## src/hw/rtl/ttpr_pkg.sv

```systemverilog
package ttpr_pkg;

    localparam int INDEX_BITS_DEF = 10;
    localparam int MAX_PROBES_DEF = 8;

    localparam int CMD_W   = 2;
    localparam int LOCK_W  = 32;
    localparam int INFO_W  = 8;
    localparam int DEPTH_W = 8;
    localparam int AGE_W   = 8;
    localparam int BOUND_W = 2;
    localparam int SCORE_W = 16;
    localparam int MOVE_W  = 16;
    localparam int HASH_W  = 64;
    localparam int MAXP_W  = 4;

    localparam logic [MAXP_W-1:0]  MAXP_RESET  = 4'd4;
    localparam logic [BOUND_W-1:0] BOUND_NOUSE = 2'd3;

    typedef enum logic [CMD_W-1:0] {
        CMD_INSERT = 2'd0,
        CMD_LOOKUP = 2'd1,
        CMD_CLEAR  = 2'd2
    } cmd_t;

    typedef enum logic [2:0] {
        ST_SWEEP,
        ST_IDLE,
        ST_FIRST,
        ST_PROBE,
        ST_DONE
    } state_t;

    typedef struct packed {
        logic [LOCK_W-1:0] lock;
        logic [INFO_W-1:0] info;
    } slot_key_t;

    typedef struct packed {
        logic [DEPTH_W-1:0]        depth;
        logic [AGE_W-1:0]          age;
        logic [BOUND_W-1:0]        bound;
        logic signed [SCORE_W-1:0] score;
        logic [MOVE_W-1:0]         move;
    } slot_data_t;

    typedef struct packed {
        slot_key_t  key;
        slot_data_t data;
    } slot_t;

    localparam int SLOT_W = $bits(slot_t);

    // Verdict of the compare unit on the slot that was just read.
    typedef struct packed {
        logic lock_zero;
        logic key_match;
        logic depth_reach;
        logic take;
    } probe_eval_t;

    typedef struct packed {
        logic                      success;
        logic                      usable;
        logic signed [SCORE_W-1:0] score;
        logic [BOUND_W-1:0]        bound;
        logic [DEPTH_W-1:0]        depth;
        logic [AGE_W-1:0]          age;
        logic [MOVE_W-1:0]         move;
    } result_t;

endpackage

```

## src/hw/rtl/ttpr_probe_eval.sv

```systemverilog
module ttpr_probe_eval (
    input  ttpr_pkg::slot_t              slot,
    input  ttpr_pkg::slot_key_t          qkey,
    input  logic [ttpr_pkg::DEPTH_W-1:0] qdepth,
    input  logic [ttpr_pkg::AGE_W-1:0]   search_age,
    output ttpr_pkg::probe_eval_t        verdict
);

    logic slot_empty;

    // An insert may take a slot that is empty, that holds the same position
    // no deeper than the new entry, or that is older than the current search.
    assign slot_empty          = (slot.data.depth == '0);
    assign verdict.lock_zero   = (slot.key.lock == '0);
    assign verdict.key_match   = (slot.key == qkey);
    assign verdict.depth_reach = (slot.data.depth >= qdepth);
    assign verdict.take        = slot_empty
                               || (verdict.key_match && (slot.data.depth <= qdepth))
                               || (slot.data.age < search_age);

endmodule

```

## config.mk

```make
export PLATFORM = sky130hd
export DESIGN_NAME = ttpr_probe_eval
export DESIGN_NICKNAME = d
export VERILOG_FILES = /design/src/hw/rtl/ttpr_pkg.sv /design/src/hw/rtl/ttpr_probe_eval.sv
export SDC_FILE = /design/constraint.sdc
export NUM_CORES = 1
export LEC_CHECK = 0
export ABC_AREA = 1
export BUFFER_PORTS_ARGS = -buffer_cell sky130_fd_sc_hd__buf_2
export CORE_AREA = 2 2 63 65
export DETAILED_ROUTE_END_ITERATION = 16
export DIE_AREA = 0 0 65 67
export GPL_TIMING_DRIVEN = 0
export PLACE_DENSITY = 0.83
export SETUP_SLACK_MARGIN = 0.15
export SYNTH_ARGS = -nofsm -noshare
export SYNTH_HDL_FRONTEND = slang
export SYNTH_SLANG_ARGS = --single-unit
```

## constraint.sdc

```tcl
create_clock -name vclk -period 1.49
set_clock_uncertainty 0.15 [all_clocks]
set_input_delay 0.149 -clock vclk [all_inputs]
set_output_delay 0.149 -clock vclk [all_outputs]
set_load 0.02 [all_outputs]
```

==> metrics.md <==
| Metric | Value |
|---|---|
| Timing startpoint of the critical path | `slot[49]` |
| Via count | `1776` |
| Fin crit share | `99.9%` |
| Mean post-synth cell area | `~5.0 µm²` |
| Remaining Overflow, GRT | `0` |
| Diode count | `0` |
| Commonest non-fill, non-tap cells in the layout | `buf_2, nand2_1, inv_1` |
| DR WL/cell | `10.6 µm` |
| Outcome | `finished, final reports clean` |
| Leakage power | `1.35 nW` |
| Vias per cell | `~4.4` |
| FMAX | `672 MHz` |
| DIE WIDTH | `65 µm` |
| Critical path arrival | `1190 ps` |
| Max-slew violations | `0` |
| Yosys warns | `0` |
| Synth cell types | `16` |
| Die height | `67 µm` |
| Maximum vdd drop | `0.148 mV` |
| DRT Wirelength | `around 4300 µm` |
| Clock buffer count | `0` |
| Row count | `22` |
| Hpwl dp | `3470 µm` |
| Cells after synthesis | `240` |
| Largest net degree at the start of global routing | `4` |
| Startpoint Class | `primary input` |
| Setup TNS | `0 ps` |
| Fin nets | `520` |
| First-pass GRT wire length | `6580 µm` |
| Min-Delay Path Depth | `5` |
| CP Max Fanout | `2` |
| First drt pass iteration count | `4` |
| Hold buffers post-CTS | `0` |
| Max_slew headroom | `77.6%` |
| Max-cap violations | `0` |
| Initial antenna violation count | `0` |
| Min Hold Slack | `between 500 and 600 ps` |
| Worst EP required | `1190 ps` |
| Area Growth Syn to Fin | `85.9%` |
| Worst-Margin Slew | `334 ps` |
| Vias in the first global route | `1649` |
| Power per Cell Area | `259 nW/µm²` |
| Core Region | `3610 µm²` |
| RD Place Congestion | `between 0.8 and 0.9` |
| Initial Utilization | `33.2%` |
| Antenna Nets Post-Route | `0` |
| Synth Cell Area | `1200 µm²` |
| Final setup vio count | `0` |
| Detailed Route Iter0 Violations | `21` |
| GRT Total Usage | `18.9%` |
| Die Area | `roughly 4400 µm²` |
| Seq cells | `0` |
| Final Hold Viols | `0` |
| Register area share after synthesis | `0%` |
| Synthesized Nets | `roughly 400` |
| Io pins | `150` |
| # port buffers | `around 120` |
| Hold Crit Class | `in2out` |
| RSZ-0062 raised after global routing | `true` |
| Crit path to | `verdict[0]` |
| Sequential cell area | `0 µm²` |
| Share of layout cells above drive strength 1 | `between 40% and 50%` |
| CP Capture Type | `output port` |
| Min cycle time layout | `1490 ps` |
| Most common cell after layout, fill and taps aside | `buf_2` |
| Critical path class | `in2out` |
| Residual DRC | `0` |
worst max-delay path, cell delays in order:
cell     delay (ps)
buf_4           130
ha_4            270
nand2_2          50
nor2_2          120
nand4_1         110
nand2_1          90
nand4_1          90
nand3_2          80
buf_6           110
how the worst min path moves through the flow:
| stage | start | end |
|---|---|---|
| after global routing | slot[83] | verdict[3] |
| after CTS | slot[47] | verdict[0] |
| after floorplan | slot[61] | verdict[3] |
| final | slot[83] | verdict[3] |
| after detailed placement | slot[87] | verdict[3] |
| after global placement | slot[87] | verdict[3] |
where the power goes:
group	switching [mW]	internal, mW
sequential	0	0
combinational	0.269	0.308
clock	0	0
total	0.269	0.308
logic make-up after synthesis:
kind of cell | count (synthesis) | share of synthesized area, %
AOI/OAI and AO/OA | 11 | 5.02
xor gates and xnor gates | 19 | 13.9
adders and majority gates | 15 | 15.7
buffers and inverters | 64 | 20.1
and+or+nand+nor | 131 | 45.4
final cells by class:
cell class | count | area, µm²
timing repair buffer | 117 | 703
tap | 48 | 60.1
fill | 357 | 1380
inverter | 64 | 245
multi-input combinational | 176 | 1220
layer usage:
metal,up-vias,global-route usage (%),part of all wire [%]
met5,-,0,0
met4,0,0.798,0.94
met3,4,1.69,6.8
met2,72,41.8,56
met1,743,19.6,36
li1,957,-,-
synth_stat cells:
cell type	instances	area, µm²
a21o_1	2	15.0
a21oi_1	6	30.0
and3_1	1	6.26
ha_1	15	188
inv_1	64	240
nand2_1	95	357
nand3_1	3	15.0
nand4_1	6	37.5
nor2_1	14	52.6
nor2_2	1	6.26
nor4_1	10	62.6
o21ai_0	1	5.00
o21ai_1	2	10.0
or2_1	1	6.26
xnor2_1	16	140
xor2_1	3	26.3
per-stage QoR:
step,utilization (%),cell area (µm²),total power [mW],worst slack (ps),cells
after global routing,61.7,2230,0.646,-77.5,405
after floorplan,-,1220,0.225,151,240
final,61.7,2230,0.577,1.32,405
after CTS,58.6,2110,0.538,-22.1,405
after global placement,51.6,1860,0.442,-90.4,404
after detailed placement,51.6,1860,0.455,-106,404
repair_timing:
action / 4_1_cts / 5_1_grt
gates resized for setup: 41 / 24
pin swaps: 32 / 10
buffers inserted: 1 / 0
setup endpoints to repair: 4 / 4
gates cloned: 0 / 0
(Power assumes the default switching activity.)
