### src/hw/rtl/ttpr_ram.sv
module ttpr_ram #(
    parameter int WIDTH = 8,
    parameter int DEPTH = 16
) (
    input  logic                     clk,
    input  logic                     we,
    input  logic [$clog2(DEPTH)-1:0] waddr,
    input  logic [WIDTH-1:0]         wdata,
    input  logic [$clog2(DEPTH)-1:0] raddr,
    output logic [WIDTH-1:0]         rdata
);

    logic [WIDTH-1:0] mem [DEPTH];
    logic [WIDTH-1:0] rdata_reg;

    always_ff @(posedge clk)
    begin
        if (we)
        begin
            mem[waddr] <= wdata;
        end
        rdata_reg <= mem[raddr];
    end

    assign rdata = rdata_reg;

endmodule

### config.mk
export PLATFORM = sky130hd
export DESIGN_NAME = ttpr_ram
export DESIGN_NICKNAME = d
export VERILOG_FILES = /design/src/hw/rtl/ttpr_ram.sv
export SDC_FILE = /design/constraint.sdc
export NUM_CORES = 1
export LEC_CHECK = 0
export ABC_AREA = 1
export BUFFER_PORTS_ARGS = -buffer_cell sky130_fd_sc_hd__buf_2
export CAP_MARGIN = 30
export CORE_MARGIN = 5
export CORE_UTILIZATION = 50
export CTS_CLUSTER_DIAMETER = 40
export DETAILED_ROUTE_END_ITERATION = 10
export PLACE_DENSITY_LB_ADDON = 0.3
export SYNTH_ARGS = -nofsm -noshare
export SYNTH_HDL_FRONTEND = slang
export SYNTH_SLANG_ARGS = --single-unit
export TNS_END_PERCENT = 50
### constraint.sdc
create_clock -name clk -period 1.4 [get_ports clk]
set_clock_uncertainty 0.2 [all_clocks]
set_input_delay 0.14 -clock clk [delete_from_list [all_inputs] [get_ports clk]]
set_output_delay 0.14 -clock clk [all_outputs]
set_load 0.005 [all_outputs]
==> flow_results.xml <==
<?xml version="1.0" encoding="UTF-8"?>
<metrics>
  <group name="run">
    <metric name="max-cap-violations" unit="">0</metric>
  </group>
  <group name="sta">
    <metric name="relSlewSlack" unit="%">74.84</metric>
    <metric name="postLayoutSetupSlackWorst" unit="ns">0.1416</metric>
    <metric name="final-setup-viol-count" unit="">0</metric>
    <metric name="slew_violations" unit="">0</metric>
    <metric name="grt_setup_unrepaired" unit="">false</metric>
    <metric name="maxClockFrequency" unit="MHz">794.7</metric>
    <metric name="whs" unit="ns">0.04822</metric>
    <metric name="period_minus_slack" unit="ns">1.258</metric>
    <metric name="finalSetupTns" unit="ns">0</metric>
    <metric name="final_hold_viol_count" unit="">0</metric>
    <metric name="actual_transition_at_the_worst_max_transition_pin" unit="ns">0.3774</metric>
    <metric name="final_min_period_over_clock_period" unit="%">89.89</metric>
  </group>
  <group name="drt">
    <metric name="initialDrtViolationCount" unit="">388</metric>
    <metric name="first_pass_iters" unit="">5</metric>
    <metric name="drt.antenna.violating_nets" unit="">0</metric>
    <metric name="drt_wl_total" unit="mm">12.96</metric>
    <metric name="routed-via-count" unit="">3889</metric>
    <metric name="route.detailed.drc" unit="">0</metric>
    <metric name="post_drt_via_cell_ratio" unit="">5.110</metric>
    <metric name="drt-wirelength-per-cell" unit="um">17.03</metric>
  </group>
  <group name="critical_path">
    <metric name="critical_path_endpoint_category" unit="">flip-flop</metric>
    <metric name="worst-path-buf-inv" unit="">3</metric>
    <metric name="timing.setup.critical_path_class" unit="">in -&gt; reg</metric>
    <metric name="path_delay_family" unit="">buffers and inverters</metric>
    <metric name="critical_path.cell_chain" unit="">dlygate4sd3_1 &gt; buf_2 &gt; inv_1 &gt; nand3_1 &gt; nand2_1</metric>
    <metric name="worstPathMaxFanout" unit="">9</metric>
    <metric name="critical_path_required" unit="ns">1.56</metric>
    <metric name="worst_path_largest_cell_delay" unit="ns">0.54</metric>
    <metric name="critical_path.startpoint_type" unit="">input port</metric>
    <metric name="critPathSlowestCell" unit="">dlygate4sd3_1</metric>
    <metric name="critical_path_arrival" unit="ns">1.42</metric>
  </group>
  <group name="clock_network">
    <metric name="clock_pin_slew_reported_for_the_worst_setup_and_hold_paths_after_clock_tree_synthesis" unit="ns">0.06</metric>
    <metric name="post_cts_resize_count" unit="">0</metric>
    <metric name="cts_buffers" unit="">17</metric>
    <metric name="clock_sinks" unit="">136</metric>
    <metric name="ctsLongestPathBuffers" unit="">2</metric>
    <metric name="clock_latency" unit="ns">0.42</metric>
    <metric name="cts-root-buf" unit="">clkbuf_16</metric>
    <metric name="cts_htree_levels" unit="">4</metric>
    <metric name="clock_tree_from_tritoncts" unit="">done</metric>
  </group>
  <group name="yosys">
    <metric name="synth-simple-area-share" unit="%">21.05</metric>
    <metric name="postSynthRegisterBits" unit="">136</metric>
    <metric name="largest_family_of_logic_cells_by_synthesized_area" unit="">simple AND/OR/NAND/NOR gates</metric>
    <metric name="syn_area_cell" unit="um2">10.47</metric>
    <metric name="yosys.area_share.xor_xnor" unit="%">0</metric>
    <metric name="synth_compound_gate_area_share" unit="%">0</metric>
    <metric name="netlist_area" unit="um2">5767</metric>
    <metric name="ys_top_cells_by_area" unit="">edfxtp_1, nand2_1, nand3_1</metric>
    <metric name="synth_fp_nets" unit="">569</metric>
    <metric name="post_synthesis_mux_area_share" unit="%">0</metric>
    <metric name="synth.top_cell.area_share" unit="%">66.65</metric>
    <metric name="yosysUniqueCellTypes" unit="">12</metric>
    <metric name="synth-seq-area-share" unit="%">69.43</metric>
    <metric name="syn_inst" unit="">551</metric>
    <metric name="synthesis.yosys.warnings" unit="">0</metric>
    <metric name="synth_area_leader_cell" unit="">edfxtp_1</metric>
    <metric name="post_synth_fa_ha_maj_area_fraction" unit="%">0</metric>
  </group>
  <group name="pwr">
    <metric name="power.switching_fraction" unit="%">20.25</metric>
    <metric name="total_power_consumption" unit="W">0.009976</metric>
    <metric name="sequentialPowerShare" unit="%">45.9</metric>
    <metric name="power.share.clock" unit="%">48.1</metric>
    <metric name="worst_ir_drop_vdd" unit="mV">0.7134</metric>
    <metric name="p_int" unit="W">0.007956</metric>
    <metric name="power.leakage" unit="nW">3.014</metric>
    <metric name="power-per-cell-area" unit="nW/um2">1445</metric>
    <metric name="switchingPower" unit="W">0.002020</metric>
    <metric name="power.combinational.fraction" unit="%">6.0</metric>
  </group>
  <group name="global_routing">
    <metric name="global_route_wire_length_before_repair" unit="mm">20.55</metric>
    <metric name="via_count_of_the_first_global_routing_pass" unit="">3964</metric>
    <metric name="grt_remaining_overflow" unit="">0</metric>
    <metric name="grt_util_all_layers" unit="%">19.49</metric>
    <metric name="grt_max_degree" unit="">65</metric>
    <metric name="initial_antenna_violation_count" unit="">0</metric>
  </group>
  <group name="placement">
    <metric name="final_weighted_congestion_in_routability_driven_placement" unit="">0.8621</metric>
    <metric name="dp_hpwl" unit="mm">7.991</metric>
    <metric name="numPlacedInstances" unit="">720</metric>
    <metric name="post-place-ws" unit="ns">-0.01303</metric>
    <metric name="port-buffer-count" unit="">25</metric>
  </group>
  <group name="floorplanning">
    <metric name="floorplan.initialDensity" unit="%">50.72</metric>
    <metric name="core_area" unit="um2">11370</metric>
    <metric name="dieArea" unit="um2">13780</metric>
    <metric name="floorplan.rows" unit="">39</metric>
    <metric name="io-pin-count" unit="">26</metric>
    <metric name="die_width" unit="um">117.4</metric>
    <metric name="die_y" unit="um">117.4</metric>
  </group>
  <group name="layout">
    <metric name="post_layout_nonfiller_instances" unit="">761</metric>
    <metric name="regArea" unit="um2">4004</metric>
    <metric name="final_net_count" unit="">623</metric>
    <metric name="antenna_cells_inserted" unit="">0</metric>
    <metric name="largest_register_ff_count" unit="">128</metric>
    <metric name="num-fill-cells" unit="">897</metric>
    <metric name="area_of_the_multi_input_gates" unit="um2">1214</metric>
    <metric name="area_growth" unit="%">19.70</metric>
    <metric name="drive_above_1_share" unit="%">13.11</metric>
  </group>
  <group name="outcome">
    <metric name="run_status" unit="">finished clean</metric>
  </group>
  <group name="min_path">
    <metric name="worstHoldPathType" unit="">in -&gt; reg</metric>
  </group>
</metrics>
## power by group through the flow
stage	logic [W]	registers, W	clock network, W
4_1_cts	0.000606	0.00458	0.00484
3_3_place_gp	0.000573	0.00466	0
2_1_floorplan	0.000321	0.00466	0
5_1_grt	0.000664	0.00459	0.00504
6_report	0.000602	0.00458	0.00479
3_5_place_dp	0.000582	0.00466	0
## worst reg2reg max path: stages, from the launching register on
cell and delay [ns]:
edfxtp_1 0.36, inv_1 0.06, nand2_1 0.05, nand3_1 0.07
nand3_1 0.12, nand3_1 0.18, nand2_1 0.07
## layout make-up
cell class / instances / area share, %
inverter: 102 / 5.546
clock buffer: 20 / 6.471
timing repair buffer: 59 / 6.924
multi-input combinational: 289 / 17.58
clock inverter: 12 / 2.882
sequential: 136 / 58.00
tap: 143 / 2.592
## layer usage
metal / global-route usage (%) / up-vias / part of all wire [%]
li1: - / 1882 / -
met1: 24.97 / 1849 / 43
met2: 31.82 / 132 / 49
met3: 4.283 / 26 / 5.5
met4: 8.629 / 0 / 2.5
met5: 0 / - / 0
## repair_timing
item,CTS,global route
setup buffers,0,0
endpoints found under the hold margin,136,0
hold buffers,9,0
## stage by stage
stage	util [%]	area, um2
floorplan	-	5767
global placement	54.24	6167
detailed placement	54.24	6167
CTS	60.71	6903
global route	60.71	6903
finish	60.71	6903
## layout by cell type (no fill, tap or decap), drive strengths merged
master	n
buf	50
bufinv	5
clkbuf	20
clkinv	4
clkinvlp	3
dfxtp	8
dlygate4sd3	9
edfxtp	128
inv	102
nand2	173
nand3	97
nand3b	2
nor2	17
## final timing paths
kind	cells past startpoint	slack [ns]	to	start
min reg2reg	6	0.46	rdata[1]	mem[12][1]
max reg2reg	6	0.19	rdata[7]	mem[0][7]
max	5	0.14	rdata[3]	raddr[3]
min	6	0.05	rdata[0]	raddr[2]
## cell families after synthesis
group,count (synthesis)
buffers and inverters,126
AND/OR/NAND/NOR,289
flip-flops,136
## cells in the mapped netlist
cell      count
nand2_1     173
edfxtp_1    128
inv_1       100
nand3_1      97
nor2_1       17
buf_2        13
dfxtp_1       8
buf_6         6
buf_4         4
inv_2         2
nand3b_1      2
buf_1         1
No activity file was read; power rests on OpenSTA's default activity.
