File: config.mk
export PLATFORM = sky130hd
export DESIGN_NAME = ttpr_seq
export DESIGN_NICKNAME = d
export VERILOG_FILES = /design/src/hw/rtl/ttpr_pkg.sv /design/src/hw/rtl/ttpr_seq.sv
export SDC_FILE = /design/constraint.sdc
export NUM_CORES = 1
export LEC_CHECK = 0
export ABC_AREA = 1
export BUFFER_PORTS_ARGS = -buffer_cell sky130_fd_sc_hd__buf_2
export CAP_MARGIN = 40
export CORE_AREA = 2 2 170 172
export CTS_CLUSTER_SIZE = 24
export DETAILED_ROUTE_END_ITERATION = 10
export DIE_AREA = 0 0 172 174
export SETUP_SLACK_MARGIN = 0.1
export SLEW_MARGIN = 20
export SYNTH_ARGS = -nofsm -noshare
export SYNTH_HDL_FRONTEND = slang
export SYNTH_SLANG_ARGS = --single-unit
File: constraint.sdc
create_clock -name clk -period 5.74 [get_ports clk]
set_input_delay 0.574 -clock clk [delete_from_list [all_inputs] [get_ports clk]]
set_output_delay 0.574 -clock clk [all_outputs]
set_load 0.01 [all_outputs]
File: src/hw/rtl/ttpr_pkg.sv
package ttpr_pkg;

    localparam int INDEX_BITS_DEF = 10;
    localparam int MAX_PROBES_DEF = 8;

    localparam int CMD_W   = 2;
    localparam int LOCK_W  = 32;
    localparam int INFO_W  = 8;
    localparam int DEPTH_W = 8;
    localparam int AGE_W   = 8;
    localparam int BOUND_W = 2;
    localparam int SCORE_W = 16;
    localparam int MOVE_W  = 16;
    localparam int HASH_W  = 64;
    localparam int MAXP_W  = 4;

    localparam logic [MAXP_W-1:0]  MAXP_RESET  = 4'd4;
    localparam logic [BOUND_W-1:0] BOUND_NOUSE = 2'd3;

    typedef enum logic [CMD_W-1:0] {
        CMD_INSERT = 2'd0,
        CMD_LOOKUP = 2'd1,
        CMD_CLEAR  = 2'd2
    } cmd_t;

    typedef enum logic [2:0] {
        ST_SWEEP,
        ST_IDLE,
        ST_FIRST,
        ST_PROBE,
        ST_DONE
    } state_t;

    typedef struct packed {
        logic [LOCK_W-1:0] lock;
        logic [INFO_W-1:0] info;
    } slot_key_t;

    typedef struct packed {
        logic [DEPTH_W-1:0]        depth;
        logic [AGE_W-1:0]          age;
        logic [BOUND_W-1:0]        bound;
        logic signed [SCORE_W-1:0] score;
        logic [MOVE_W-1:0]         move;
    } slot_data_t;

    typedef struct packed {
        slot_key_t  key;
        slot_data_t data;
    } slot_t;

    localparam int SLOT_W = $bits(slot_t);

    // Verdict of the compare unit on the slot that was just read.
    typedef struct packed {
        logic lock_zero;
        logic key_match;
        logic depth_reach;
        logic take;
    } probe_eval_t;

    typedef struct packed {
        logic                      success;
        logic                      usable;
        logic signed [SCORE_W-1:0] score;
        logic [BOUND_W-1:0]        bound;
        logic [DEPTH_W-1:0]        depth;
        logic [AGE_W-1:0]          age;
        logic [MOVE_W-1:0]         move;
    } result_t;

endpackage

File: src/hw/rtl/ttpr_seq.sv
module ttpr_seq #(
    parameter int INDEX_BITS = ttpr_pkg::INDEX_BITS_DEF,
    parameter int MAX_PROBES = ttpr_pkg::MAX_PROBES_DEF
) (
    input  logic                              clk,
    input  logic                              rst_n,
    // Request side
    input  logic                              req_valid,
    output logic                              req_ready,
    input  logic [ttpr_pkg::CMD_W-1:0]        req_cmd,
    input  logic [INDEX_BITS-1:0]             req_index,
    input  ttpr_pkg::slot_key_t               req_key,
    input  ttpr_pkg::slot_data_t              req_data,
    input  logic [ttpr_pkg::AGE_W-1:0]        req_search_age,
    // Configuration
    input  logic                              cfg_wr_en,
    input  logic [ttpr_pkg::MAXP_W-1:0]       cfg_wr_data,
    // Table memory
    output logic                              ram_we,
    output logic [INDEX_BITS-1:0]             ram_waddr,
    output ttpr_pkg::slot_t                   ram_wdata,
    output logic [INDEX_BITS-1:0]             ram_raddr,
    input  ttpr_pkg::slot_t                   ram_rdata,
    // Compare unit
    output ttpr_pkg::slot_key_t               eval_key,
    output logic [ttpr_pkg::DEPTH_W-1:0]      eval_depth,
    output logic [ttpr_pkg::AGE_W-1:0]        eval_search_age,
    input  ttpr_pkg::probe_eval_t             verdict,
    // Result side
    output logic                              res_valid,
    input  logic                              res_ready,
    output ttpr_pkg::result_t                 res
);

    localparam int PCW = $clog2(MAX_PROBES + 1);

    ttpr_pkg::state_t     state_reg, state_next;
    logic [INDEX_BITS-1:0] idx_reg, idx_next;
    logic [PCW-1:0]        cnt_reg, cnt_next;
    logic [INDEX_BITS-1:0] sweep_reg, sweep_next;
    logic                  sweep_cmd_reg, sweep_cmd_next;
    logic [ttpr_pkg::MAXP_W-1:0] max_probes_reg;

    logic [ttpr_pkg::CMD_W-1:0]   cmd_reg, cmd_next;
    ttpr_pkg::slot_key_t          qkey_reg, qkey_next;
    ttpr_pkg::slot_data_t         qdata_reg, qdata_next;
    logic [ttpr_pkg::AGE_W-1:0]   search_age_reg, search_age_next;
    logic [INDEX_BITS-1:0]        shallow_idx_reg, shallow_idx_next;
    logic [ttpr_pkg::DEPTH_W-1:0] shallow_depth_reg, shallow_depth_next;
    ttpr_pkg::result_t            res_reg, res_next;
    ttpr_pkg::result_t            out_reg, out_next;
    logic                         out_valid_reg, out_valid_next;

    logic [PCW-1:0] probe_lim;
    logic           accept;
    logic           is_insert;
    logic           last_probe;
    logic           probe_stop;
    logic           better;

    // Register values above the synthesized probe limit act as the limit.
    assign probe_lim = ({28'd0, max_probes_reg} > MAX_PROBES) ? PCW'(MAX_PROBES)
                                                              : PCW'(max_probes_reg);

    assign accept     = req_valid && req_ready;
    assign req_ready  = (state_reg == ttpr_pkg::ST_IDLE);
    assign is_insert  = (cmd_reg == ttpr_pkg::CMD_INSERT);
    assign last_probe = ((PCW+1)'(cnt_reg) + (PCW+1)'(1)) == (PCW+1)'(probe_lim);
    assign probe_stop = is_insert ? (verdict.take || last_probe)
                                  : (verdict.lock_zero || verdict.key_match || last_probe);
    assign better     = (cnt_reg == '0) || (ram_rdata.data.depth < shallow_depth_reg);

    assign eval_key        = qkey_reg;
    assign eval_depth      = qdata_reg.depth;
    assign eval_search_age = search_age_reg;

    assign res_valid = out_valid_reg;
    assign res       = out_reg;

    always_ff @(posedge clk or negedge rst_n)
    begin
        if (!rst_n)
        begin
            state_reg      <= ttpr_pkg::ST_SWEEP;
            sweep_reg      <= '0;
            sweep_cmd_reg  <= 1'b0;
            out_valid_reg  <= 1'b0;
            max_probes_reg <= ttpr_pkg::MAXP_RESET;
        end
        else
        begin
            state_reg     <= state_next;
            sweep_reg     <= sweep_next;
            sweep_cmd_reg <= sweep_cmd_next;
            out_valid_reg <= out_valid_next;
            if (cfg_wr_en)
            begin
                max_probes_reg <= cfg_wr_data;
            end
        end
    end

    always_ff @(posedge clk)
    begin
        idx_reg           <= idx_next;
        cnt_reg           <= cnt_next;
        cmd_reg           <= cmd_next;
        qkey_reg          <= qkey_next;
        qdata_reg         <= qdata_next;
        search_age_reg    <= search_age_next;
        shallow_idx_reg   <= shallow_idx_next;
        shallow_depth_reg <= shallow_depth_next;
        res_reg           <= res_next;
        out_reg           <= out_next;
    end

    // Next state.
    always_comb
    begin
        state_next = state_reg;
        unique case (state_reg)
            ttpr_pkg::ST_SWEEP:
            begin
                if (sweep_reg == '1)
                begin
                    state_next = sweep_cmd_reg ? ttpr_pkg::ST_DONE : ttpr_pkg::ST_IDLE;
                end
            end
            ttpr_pkg::ST_IDLE:
            begin
                if (accept)
                begin
                    unique case (ttpr_pkg::cmd_t'(req_cmd))
                        ttpr_pkg::CMD_INSERT, ttpr_pkg::CMD_LOOKUP:
                            state_next = (probe_lim == '0) ? ttpr_pkg::ST_DONE
                                                           : ttpr_pkg::ST_FIRST;
                        ttpr_pkg::CMD_CLEAR:
                            state_next = ttpr_pkg::ST_SWEEP;
                        default:
                            state_next = ttpr_pkg::ST_DONE;
                    endcase
                end
            end
            ttpr_pkg::ST_FIRST:
            begin
                state_next = ttpr_pkg::ST_PROBE;
            end
            ttpr_pkg::ST_PROBE:
            begin
                if (probe_stop)
                begin
                    state_next = ttpr_pkg::ST_DONE;
                end
            end
            ttpr_pkg::ST_DONE:
            begin
                if (!out_valid_reg || res_ready)
                begin
                    state_next = ttpr_pkg::ST_IDLE;
                end
            end
            default:
            begin
                state_next = ttpr_pkg::ST_SWEEP;
            end
        endcase
    end

    // Datapath and memory control.
    always_comb
    begin
        idx_next           = idx_reg;
        cnt_next           = cnt_reg;
        sweep_next         = sweep_reg;
        sweep_cmd_next     = sweep_cmd_reg;
        cmd_next           = cmd_reg;
        qkey_next          = qkey_reg;
        qdata_next         = qdata_reg;
        search_age_next    = search_age_reg;
        shallow_idx_next   = shallow_idx_reg;
        shallow_depth_next = shallow_depth_reg;
        res_next           = res_reg;
        out_next           = out_reg;
        out_valid_next     = out_valid_reg;
        ram_we             = 1'b0;
        ram_waddr          = idx_reg;
        ram_wdata          = '{key: qkey_reg, data: qdata_reg};
        // While probing, the next slot is fetched ahead of the compare.
        ram_raddr          = (state_reg == ttpr_pkg::ST_PROBE) ? idx_reg + 1'b1 : idx_reg;

        if (out_valid_reg && res_ready)
        begin
            out_valid_next = 1'b0;
        end

        unique case (state_reg)
            ttpr_pkg::ST_SWEEP:
            begin
                ram_we     = 1'b1;
                ram_waddr  = sweep_reg;
                ram_wdata  = '0;
                sweep_next = sweep_reg + 1'b1;
            end
            ttpr_pkg::ST_IDLE:
            begin
                if (accept)
                begin
                    cmd_next        = req_cmd;
                    qkey_next       = req_key;
                    qdata_next      = req_data;
                    search_age_next = req_search_age;
                    idx_next        = req_index;
                    cnt_next        = '0;
                    sweep_next      = '0;
                    sweep_cmd_next  = 1'b1;
                    res_next        = '0;
                    res_next.success = (req_cmd == ttpr_pkg::CMD_CLEAR);
                end
            end
            ttpr_pkg::ST_FIRST:
            begin
            end
            ttpr_pkg::ST_PROBE:
            begin
                if (is_insert)
                begin
                    if (verdict.take)
                    begin
                        ram_we           = 1'b1;
                        ram_waddr        = idx_reg;
                        res_next.success = 1'b1;
                    end
                    else if (last_probe)
                    begin
                        // No suitable slot: replace the shallowest one seen,
                        // the earliest on a tie.
                        ram_we           = 1'b1;
                        ram_waddr        = better ? idx_reg : shallow_idx_reg;
                        res_next.success = 1'b1;
                    end
                    if (better)
                    begin
                        shallow_idx_next   = idx_reg;
                        shallow_depth_next = ram_rdata.data.depth;
                    end
                end
                else if (!verdict.lock_zero && verdict.key_match)
                begin
                    res_next.success = 1'b1;
                    res_next.move    = ram_rdata.data.move;
                    if (verdict.depth_reach)
                    begin
                        res_next.usable = 1'b1;
                        res_next.score  = ram_rdata.data.score;
                        res_next.bound  = ram_rdata.data.bound;
                        res_next.depth  = ram_rdata.data.depth;
                        res_next.age    = ram_rdata.data.age;
                    end
                    else
                    begin
                        res_next.bound = ttpr_pkg::BOUND_NOUSE;
                    end
                end
                idx_next = idx_reg + 1'b1;
                cnt_next = cnt_reg + 1'b1;
            end
            ttpr_pkg::ST_DONE:
            begin
                if (!out_valid_reg || res_ready)
                begin
                    out_next       = res_reg;
                    out_valid_next = 1'b1;
                end
            end
            default:
            begin
            end
        endcase
    end

endmodule

==> results of run 1 <==
[per-stage QoR]
step	total power (uW)	cells	setup slack (ps)	utilization
after floorplan	3870	923	1640	-
after global placement	4710	1673	2370	0.455
after detailed placement	4780	1677	2610	0.458
after CTS	6710	1731	2000	0.493
after global routing	6990	1737	1700	0.496
final	6640	1741	2040	0.496
[worst paths after layout]
path                                                start                       endpoint  cells past startpoint
worst max-delay path             cnt_reg[0]$_SDFFCE_PN0P_                   ram_waddr[1]                     11
worst min-delay path                         req_data[16]        qdata_reg[16]$_DFFE_PP_                      1
worst max register to register   state_reg[2]$_DFFE_PN0P_      res_reg[51]$_SDFFCE_PP1P_                      7
worst min register to register  res_reg[25]$_SDFFCE_PN0P_              res[25]$_DFFE_PP_                      0
max in group asynchronous                           rst_n  max_probes_reg[2]$_DFFE_PN1P_                      2
min in group asynchronous                           rst_n  max_probes_reg[0]$_DFFE_PN0P_                      2
[power breakdown]
| group | leakage (uW) | internal, uW | switching, uW |
|---|---|---|---|
| Sequential | 0.00242 | 2570 | 167 |
| Combinational | 0.00375 | 675 | 1320 |
| Clock | 0.000474 | 1150 | 754 |
| Total | 0.00665 | 4390 | 2240 |
[worst reg2reg max path, stage by stage, from the launching register on]
cell and delay, ps:
dfrtp_1 460, nor2_1 170, nand2_1 140, nor2_4 580, inv_1 340, nand2_1 630
o211ai_1 210, inv_1 100
[cell type report]
| type | instances | area, sq um | area share |
|---|---|---|---|
| clock inverter | 23 | 258 | 0.0184 |
| antenna | 7 | 17.5 | 0.00125 |
| timing repair buffer | 406 | 2160 | 0.154 |
| inverter | 205 | 769 | 0.0549 |
| tap | 384 | 480 | 0.0343 |
| sequential | 255 | 7560 | 0.540 |
| clock buffer | 30 | 729 | 0.0521 |
| multi-input combinational | 431 | 2040 | 0.145 |
[metal layers]
layer	up-vias	track usage	wire length [um]
met5	-	0	56
met4	10	0.0620	854
met2	291	0.306	13500
li1	3803	-	-
met3	60	0.0578	2470
met1	3534	0.207	10500
[logic make-up (layout without fill, tap and decap cells)]
| kind of cell | Yosys count | after routing | share of synthesized area |
|---|---|---|---|
| AO/OA/AOI/OAI | 76 | 76 | 0.0398 |
| flip-flops | 255 | 255 | 0.719 |
| multiplexers | 1 | 1 | 0.00107 |
| AND/OR/NAND/NOR | 340 | 340 | 0.135 |
| XOR/XNOR | 3 | 3 | 0.00250 |
| other | 0 | 7 | 0 |
| buffers and inverters | 237 | 664 | 0.0900 |
| adder cells (fa/ha/maj) | 11 | 11 | 0.0131 |
[cells in the mapped netlist, drive strengths merged, types with 4 or more instances]
library cell | instances | area, sq um
nor2 | 168 | 661
clkbuf | 8 | 30.0
nand3 | 40 | 200
inv | 204 | 766
nor3 | 7 | 51.3
nand4 | 5 | 31.3
nand2 | 118 | 453
o21ai | 35 | 175
a21oi | 26 | 130
o22ai | 4 | 25.0
buf | 24 | 148
a22oi | 4 | 30.0
edfxtp | 236 | 7090
dfrtp | 18 | 450
ha | 11 | 138
[placed cells by master (no fill, tap or decap), types with 11 or more instances in the layout]
cell,n
a21oi_1,25
buf_2,393
clkbuf_16,29
dfrtp_1,18
edfxtp_1,236
ha_1,11
inv_1,196
nand2_1,116
nand3_1,40
nor2_1,161
o21ai_0,22
o21ai_1,13
==> flow_metrics.py, run 1 <==
metrics = {
    "routing": {
        "drt_pre_antenna_iters": 5,
        "wl_per_cell_um": 15.7,
        "via_per_inst": 4.42,
        "ant_nets": 0,
        "totalWireLength_mm": 27.4,
        "drcViolationCount": 0,
        "via_count": 7698,
        "drtIter0Drc": 521,
    },
    "grt": {
        "grt_max_degree": 75,
        "grt_antenna_before_repair": 11,
        "grtUsageTotal": 0.178,
        "grt_pass1_vias": 7412,
        "grt.overflow.total": 0,
        "grt_pass1_wl_mm": 40.6,
    },
    "critical_path": {
        "crit_family": "simple AND/OR/NAND/NOR gates",
        "worst-path-buf-inv": 2,
        "worstPathCellList": "inv_1 > ha_1 > nand2_1 > nand3_1 > nor2_1 > nand4_1 > nor2_1 > nand3_1 > nand3_1 > nand2_1 > buf_2",
        "cp.arrival_ps": 3120,
        "endpoint_kind": "output port",
        "reg2reg_slack_ps": 2840,
        "path_class": "reg2out",
        "slowest_delay_ps": 470,
        "critical_path_peak_fanout": 12,
        "start_kind": "register",
        "crit_path_top_delay_cell": "edfxtp_1",
        "cp_common_cell": "nand3_1",
        "required_ps": 5170,
    },
    "sta": {
        "fin_crit_ps": 3700,
        "rsz0062_at_grt": "no",
        "finalMaxSlewViolations": 0,
        "fmax_mhz": 270,
        "tightest_slew_ps": 725,
        "period_share": 0.644,
        "setup_viol_count_final": 0,
        "holdWs_ps": 199,
        "fin_skew_ps": 16.6,
        "fin_setup_tns_ps": 0,
        "relSlewSlack": 0.516,
        "hold_viol_final": 0,
    },
    "pwr": {
        "vdd.ir_drop.worst_uv": 309,
        "powerDensity_nw_per_um2": 474,
        "leakage_uw": 0.00665,
    },
    "clock_tree": {
        "clkTransAtPathRegs_ps": 60,
        "h-tree-depth": 1,
        "clockBufferDepth": 3,
        "cts-root-buf": "clkbuf_16",
        "clock_sinks": 255,
        "cts_setup_buffers": 0,
        "ctsHoldBuffers": 1,
        "clk_latency_ps": 550,
        "cts_buffers": 29,
        "postCtsResizedCells": 0,
        "cts_tree": "built",
    },
    "die": {
        "die_h_um": 174,
        "core_sq_um": 28200,
        "die_area_sq_um": 29900,
        "die_w_um": 172,
        "initial_core_util": 0.373,
        "rows": 62,
        "io_pins": 434,
    },
    "run": {
        "cap_viol_max_count": 0,
    },
    "layout": {
        "post-route-cell-area_sq_um": 14000,
        "drive_gt1_frac": 0.353,
        "area_growth_pct": 33.1,
        "fillers": 2647,
        "largest_reg_flops": 104,
        "layout.nets": 1552,
    },
    "synth": {
        "syn_area_sq_um": 10500,
        "postSynth.asyncResetShare": 0.0745,
        "ys_ff_latch": 255,
        "synth_cell_types": 40,
        "syn-num-nets": 1147,
        "ys.flop_type": "edfxtp_1",
        "seq_area_frac_synth": 0.719,
        "synth-edff-count": 236,
        "synth_warnings": 0,
        "avgSynthCellArea_sq_um": 11.4,
        "syn_inst": 923,
    },
    "status": {
        "status": "finished, final reports clean",
    },
    "placement": {
        "placed_area_sq_um": 12900,
        "dpl.hpwl_mm": 20.3,
        "globalplace.congestion": 0.868,
        "numPortBuffers": 393,
    },
    "worst_hold_path": {
        "hp-class": "in2reg",
    },
}
No activity file was read; power rests on OpenSTA's default activity.
==> run 2: changes to the inputs <==
ABC_AREA = 0   (was 1)
CORE_AREA = 2 2 167 169   (was 2 2 170 172)
DIE_AREA = 0 0 169 171   (was 0 0 172 174)
PLACE_DENSITY = 0.68   (was default)
clock period = 3.25 ns   (was 5.74 ns; I/O delays follow)
==> run 2 against run 1 <==
  * Register-to-register slack got worse by 2000 ps
  * Total power up 58%
  * Clock power grew 84%
  * Largest cell class unchanged
  * Final cell count fell by 10%
==> flow_metrics.py, run 2 <==
metrics = {
    "synth": {
        "syn-num-nets": 895,
        "synth_top_area_share": 0.691,
        "synth_common_cells": "236 x edfxtp_1, 149 x and2_1, 33 x nand2_1",
        "yosysTopAreaCell": "edfxtp_1",
        "yosys.cell_count.top_type": "edfxtp_1",
        "ys.flop_type": "edfxtp_1",
        "synth_cell_types": 53,
        "syn_area_sq_um": 10300,
        "postSynth.asyncResetShare": 0.0745,
        "synth_warnings": 0,
        "synth_top_cells_by_area": "edfxtp_1 69%, and2_1 9.1%, dfrtp_1 4.4%",
        "ys_ff_latch": 255,
        "synth-edff-count": 236,
        "avgSynthCellArea_sq_um": 15.3,
        "seq_area_frac_synth": 0.738,
        "syn_inst": 671,
    },
    "pwr": {
        "clkPwrFrac": 0.333,
        "pwr-share-seq": 0.408,
        "p_sw_frac": 0.297,
        "vdd.ir_drop.worst_uv": 413,
        "internal_power_uw": 7390,
        "total_power_uw": 10500,
        "switchingPower_uw": 3130,
        "pwr-share-comb": 0.258,
        "powerDensity_nw_per_um2": 705,
        "leakage_uw": 0.00629,
    },
    "sta": {
        "fmax_mhz": 313,
        "fin_crit_ps": 3200,
        "fin_skew_ps": 7.82,
        "relSlewSlack": 0.500,
        "setup_viol_count_final": 0,
        "period_share": 0.984,
        "finalMaxSlewViolations": 0,
        "fin_setup_tns_ps": 0,
        "tightest_slew_ps": 750,
        "rsz0062_at_grt": "yes",
        "hold_viol_final": 0,
    },
    "die": {
        "rows": 61,
        "die_area_sq_um": 28900,
        "initial_core_util": 0.375,
        "die_w_um": 169,
        "io_pins": 434,
        "core_sq_um": 27300,
        "die_h_um": 171,
    },
    "clock_tree": {
        "clock_sinks": 255,
        "cts_tree": "built",
        "cts-root-buf": "clkbuf_16",
        "cts_buffers": 28,
        "clkTransAtPathRegs_ps": 60,
        "clockBufferDepth": 3,
        "h-tree-depth": 1,
        "clk_latency_ps": 540,
    },
    "routing": {
        "ant_nets": 0,
        "totalWireLength_mm": 28.2,
        "drt_pre_antenna_iters": 4,
        "drtIter0Drc": 567,
        "wl_met1_mm": 11.9,
        "via_count": 7356,
        "routed-wl-met3_mm": 1.87,
        "met2WireLength_mm": 13.8,
        "wl_per_cell_um": 18.1,
        "highest-signal-layer": "met5",
        "drcViolationCount": 0,
        "via_per_inst": 4.72,
    },
    "critical_path": {
        "worstPathCellList": "inv_1 > ha_2 > or3b_4 > nand2_2 > or4_4 > a21oi_4 > buf_12 > a21oi_4 > a221o_1 > buf_2",
        "start_kind": "register",
        "cp.arrival_ps": 2870,
        "reg2reg_slack_ps": 850,
        "critical_path_peak_fanout": 5,
        "slowest_delay_ps": 500,
        "endpoint_kind": "output port",
        "cp_common_cell": "a21oi_4",
        "required_ps": 2920,
        "crit_path_top_delay_cell": "or4_4",
        "path_class": "reg2out",
    },
    "grt": {
        "grt.overflow.total": 0,
        "grt_pass1_vias": 7288,
        "grt_max_degree": 109,
        "grtUsageTotal": 0.183,
        "grt_pass1_wl_mm": 40.8,
        "grt_antenna_before_repair": 1,
    },
    "run": {
        "cap_viol_max_count": 0,
    },
    "layout": {
        "final_common_cell": "buf_2",
        "area_growth_pct": 45.5,
        "fillers": 2226,
        "final_util": 0.546,
        "layout.nets": 1416,
        "largest_reg_flops": 104,
        "post-route-cell-area_sq_um": 14900,
        "n_antenna_cell": 0,
        "final_cell_mix": "393 x buf_2, 236 x edfxtp_1, 148 x and2_1, 113 x dlygate4sd3_1, 32 x nand2_1",
        "drive_gt1_frac": 0.413,
    },
    "status": {
        "status": "finished, final reports clean",
    },
    "placement": {
        "placed_area_sq_um": 12600,
        "dpl.hpwl_mm": 18.5,
        "numPortBuffers": 393,
        "globalplace.congestion": 0.767,
    },
    "worst_hold_path": {
        "hp-class": "in2reg",
    },
}
-- run 2: cell types whose count changed after synthesis, moves of 17 or more --
cell / delta
and2_1: +149
nand2_1: -83
inv_1: -176
nand3_1: -30
a21oi_1: -17
nor2_1: -133
-- run 2: routing by layer --
layer	GRT usage	vias up
li1	-	3436
met1	0.238	3593
met2	0.310	276
met3	0.0412	49
met4	0.0483	2
met5	0	-
-- run 2: worst paths after layout --
| check | startpoint | end | cells after the start |
|---|---|---|---|
| min in group asynchronous | rst_n | sweep_reg[7]$_DFFE_PN0P_ | 2 |
| min | ram_rdata[9] | res_reg[9]$_SDFFCE_PN0P_ | 2 |
| max | cnt_reg[0]$_SDFFCE_PN0P_ | ram_waddr[4] | 10 |
| max reg2reg | state_reg[2]$_DFFE_PN0P_ | res_reg[22]$_SDFFCE_PN0P_ | 6 |
| min reg2reg | res_reg[43]$_SDFFCE_PN0P_ | res[43]$_DFFE_PP_ | 0 |
| max in group asynchronous | rst_n | max_probes_reg[2]$_DFFE_PN1P_ | 2 |
-- run 2: cells by family (layout without fill, tap and decap cells) --
group | after synthesis | after routing | share of synthesized area
adder cells (fa/ha/maj) | 11 | 11 | 0.0134
multiplexers | 15 | 15 | 0.0200
flip-flops | 255 | 255 | 0.738
XOR/XNOR | 26 | 26 | 0.0222
buffers and inverters | 56 | 598 | 0.0262
AND/OR/NAND/NOR | 254 | 254 | 0.141
AO/OA/AOI/OAI | 54 | 55 | 0.0400
-- run 2: critical path, delay by kind of cell (launching register included) --
| family | cells | cell delay, ps |
|---|---|---|
| and+or+nand+nor | 3 | 790 |
| AOI/OAI and AO/OA | 3 | 650 |
| adders and majority gates | 1 | 150 |
| buffers and inverters | 3 | 350 |
| DFF | 1 | 390 |
-- run 2: through the flow --
| step | hold WS [ps] | setup slack, ps | cells |
|---|---|---|---|
| 2_1_floorplan | 29.4 | 587 | 671 |
| 3_3_place_gp | 304 | 404 | 1382 |
| 3_5_place_dp | 308 | 357 | 1383 |
| 4_1_cts | 28.7 | 46.1 | 1557 |
| 5_1_grt | 45.1 | -65.0 | 1560 |
| 6_report | 61.8 | 52.2 | 1560 |
-- run 2: what timing repair did --
item                                   CTS  global route
buffers inserted                         8             3
pin swaps                                7             5
cloned                                   1             0
endpoints found under the hold margin  130             0
hold buffers                           113             0
setup endpoints to repair               10            10
gates resized for setup                  9             5
-- run 2: power by group through the flow --
stage | Sequential [uW] | Combinational, uW | Clock, uW
finish | 4290 | 2720 | 3500
global route | 4330 | 2960 | 3690
CTS | 4290 | 2690 | 3580
detailed placement | 4350 | 2520 | 0
global placement | 4340 | 2500 | 0
floorplan | 4410 | 1340 | 0
-- run 2: layout make-up --
class,instances,area [sq um],share of cell area
sequential,255,7560,0.507
timing repair buffer,526,3300,0.221
multi-input combinational,361,2520,0.169
clock buffer,30,708,0.0475
tap,346,433,0.0290
clock inverter,22,323,0.0216
inverter,20,75.1,0.00503
==> run 3: changes to the inputs <==
RECOVER_POWER = 50   (was default)
SKIP_LAST_GASP = 1   (was default)
==> run 3 against run 2 <==
  * Global-route usage unchanged
  * Final cell count unchanged
  * Wire length down 0.15%
  * Cell area down 1.1%
  * Combinational power down 2%
  * Core utilization down 0.60 points
  * Via count up 0.27%
==> flow_metrics.py, run 3 (same netlist as run 2, synthesis figures left out) <==
metrics = {
    "layout": {
        "post-route-cell-area_sq_um": 14800,
        "multiInputGateArea_sq_um": 2510,
        "drive_gt1_frac": 0.308,
        "layout.nets": 1416,
        "final_cell_mix": "268 x buf_2, 236 x edfxtp_1, 148 x and2_1, 127 x clkbuf_1, 113 x dlygate4sd3_1",
        "area_growth_pct": 43.9,
        "largest_reg_flops": 104,
        "seqCellArea_sq_um": 7560,
        "fillers": 2308,
        "final_common_cell": "buf_2",
        "n_antenna_cell": 0,
    },
    "die": {
        "io_pins": 434,
        "die_h_um": 171,
        "rows": 61,
        "die_area_sq_um": 28900,
        "initial_core_util": 0.375,
        "core_sq_um": 27300,
        "die_w_um": 169,
    },
    "clock_tree": {
        "clk_latency_ps": 540,
        "clock_sinks": 255,
        "cts_buffers": 28,
        "cts_tree": "built",
        "h-tree-depth": 1,
        "cts-root-buf": "clkbuf_16",
        "clockBufferDepth": 3,
        "clkTransAtPathRegs_ps": 60,
    },
    "routing": {
        "via_count": 7376,
        "totalWireLength_mm": 28.2,
        "wl_per_cell_um": 18.1,
        "drt_pre_antenna_iters": 5,
        "drcViolationCount": 0,
        "drtIter0Drc": 498,
        "ant_nets": 0,
        "via_per_inst": 4.73,
    },
    "critical_path": {
        "rr_startpoint": "state_reg[2]$_DFFE_PN0P_",
        "start_kind": "register",
        "crit_path_top_delay_cell": "edfxtp_1",
        "required_ps": 2920,
        "critical_path_peak_fanout": 5,
        "worst-path-buf-inv": 3,
        "reg2reg_slack_ps": 840,
        "slowest_delay_ps": 420,
        "worstPathCellList": "buf_4 > ha_1 > o221ai_2 > o31ai_4 > a2111oi_4 > buf_6 > a21oi_4 > a221o_1 > buf_2",
        "path_class": "reg2out",
        "cp.arrival_ps": 2880,
        "crit_family": "compound AO/OA/AOI/OAI gates",
        "timing.critical_path.from": "cnt_reg[0]$_SDFFCE_PN0P_",
        "endpoint_kind": "output port",
    },
    "sta": {
        "setup_viol_count_final": 0,
        "period_share": 0.985,
        "finalMaxSlewViolations": 0,
        "fin_crit_ps": 3200,
        "rsz0062_at_grt": "yes",
        "tightest_slew_ps": 1190,
        "holdWs_ps": 61.9,
        "fmax_mhz": 312,
        "hold_viol_final": 0,
        "relSlewSlack": 0.206,
        "fin_skew_ps": 6.37,
    },
    "placement": {
        "placed_area_sq_um": 12600,
        "numPortBuffers": 393,
        "dpl.hpwl_mm": 18.5,
        "globalplace.congestion": 0.767,
    },
    "pwr": {
        "leakage_uw": 0.00594,
        "powerDensity_nw_per_um2": 709,
        "vdd.ir_drop.worst_uv": 414,
    },
    "grt": {
        "grt_pass1_wl_mm": 40.8,
        "grt.overflow.total": 0,
        "grt_max_degree": 109,
        "grt_pass1_vias": 7288,
        "grtUsageTotal": 0.183,
        "grt_antenna_before_repair": 1,
    },
    "worst_hold_path": {
        "hold_path_startpoint": "ram_rdata[9]",
        "hp-class": "in2reg",
    },
    "run": {
        "cap_viol_max_count": 0,
    },
    "status": {
        "status": "finished, final reports clean",
    },
}
==> run 3: path summary, 6_finish.rpt <==
check | cells past startpoint | to
hold / removal | 2 | res_reg[9]$_SDFFCE_PN0P_
hold reg to reg | 0 | res[43]$_DFFE_PP_
setup / recovery | 9 | ram_waddr[2]
max in group asynchronous | 2 | sweep_reg[2]$_DFFE_PN0P_
min in group asynchronous | 2 | sweep_reg[7]$_DFFE_PN0P_
setup reg to reg | 6 | res_reg[22]$_SDFFCE_PN0P_
==> run 3: stage by stage <==
| step | total power [uW] | utilization | setup TNS [ps] | setup WS [ps] | instances |
|---|---|---|---|---|---|
| 3_3_place_gp | 6840 | 0.460 | 0 | 404 | 1382 |
| 2_1_floorplan | 5750 | - | 0 | 587 | 671 |
| 4_1_cts | 10600 | 0.544 | 0 | 46.1 | 1557 |
| 5_1_grt | 10900 | 0.540 | -322 | -65.0 | 1560 |
| 6_report | 10500 | 0.540 | 0 | 49.2 | 1560 |
| 3_5_place_dp | 6880 | 0.460 | 0 | 357 | 1383 |
==> run 3: layout make-up <==
| cell class | count | share of cell area |
|---|---|---|
| clock buffer | 30 | 0.0480 |
| tap | 346 | 0.0293 |
| timing repair buffer | 526 | 0.213 |
| inverter | 20 | 0.00509 |
| sequential | 255 | 0.513 |
| multi-input combinational | 361 | 0.170 |
| clock inverter | 22 | 0.0219 |
==> run 3: report_power, final <==
part           switching [uW]  leakage, uW  internal (uW)
logic                    1570      0.00305           1090
clock network            1350     0.000495           2150
registers                 211      0.00240           4090
==> run 3: metal layers <==
metal  GRT usage  vias to the layer above  wire (um)
met3      0.0412                       51       1890
met1       0.238                     3611      11700
met2       0.310                      282      13900
met4      0.0483                        2        681
met5           0                        -         13
li1            -                     3430          -
==> run 3: timing repair <==
action	CTS	global route
hold buffers	113	0
pin swaps	7	5
endpoints found under the setup margin	10	10
gates resized for setup	9	4
endpoints found under the hold margin	130	0
gates cloned	1	0
setup buffers	8	3
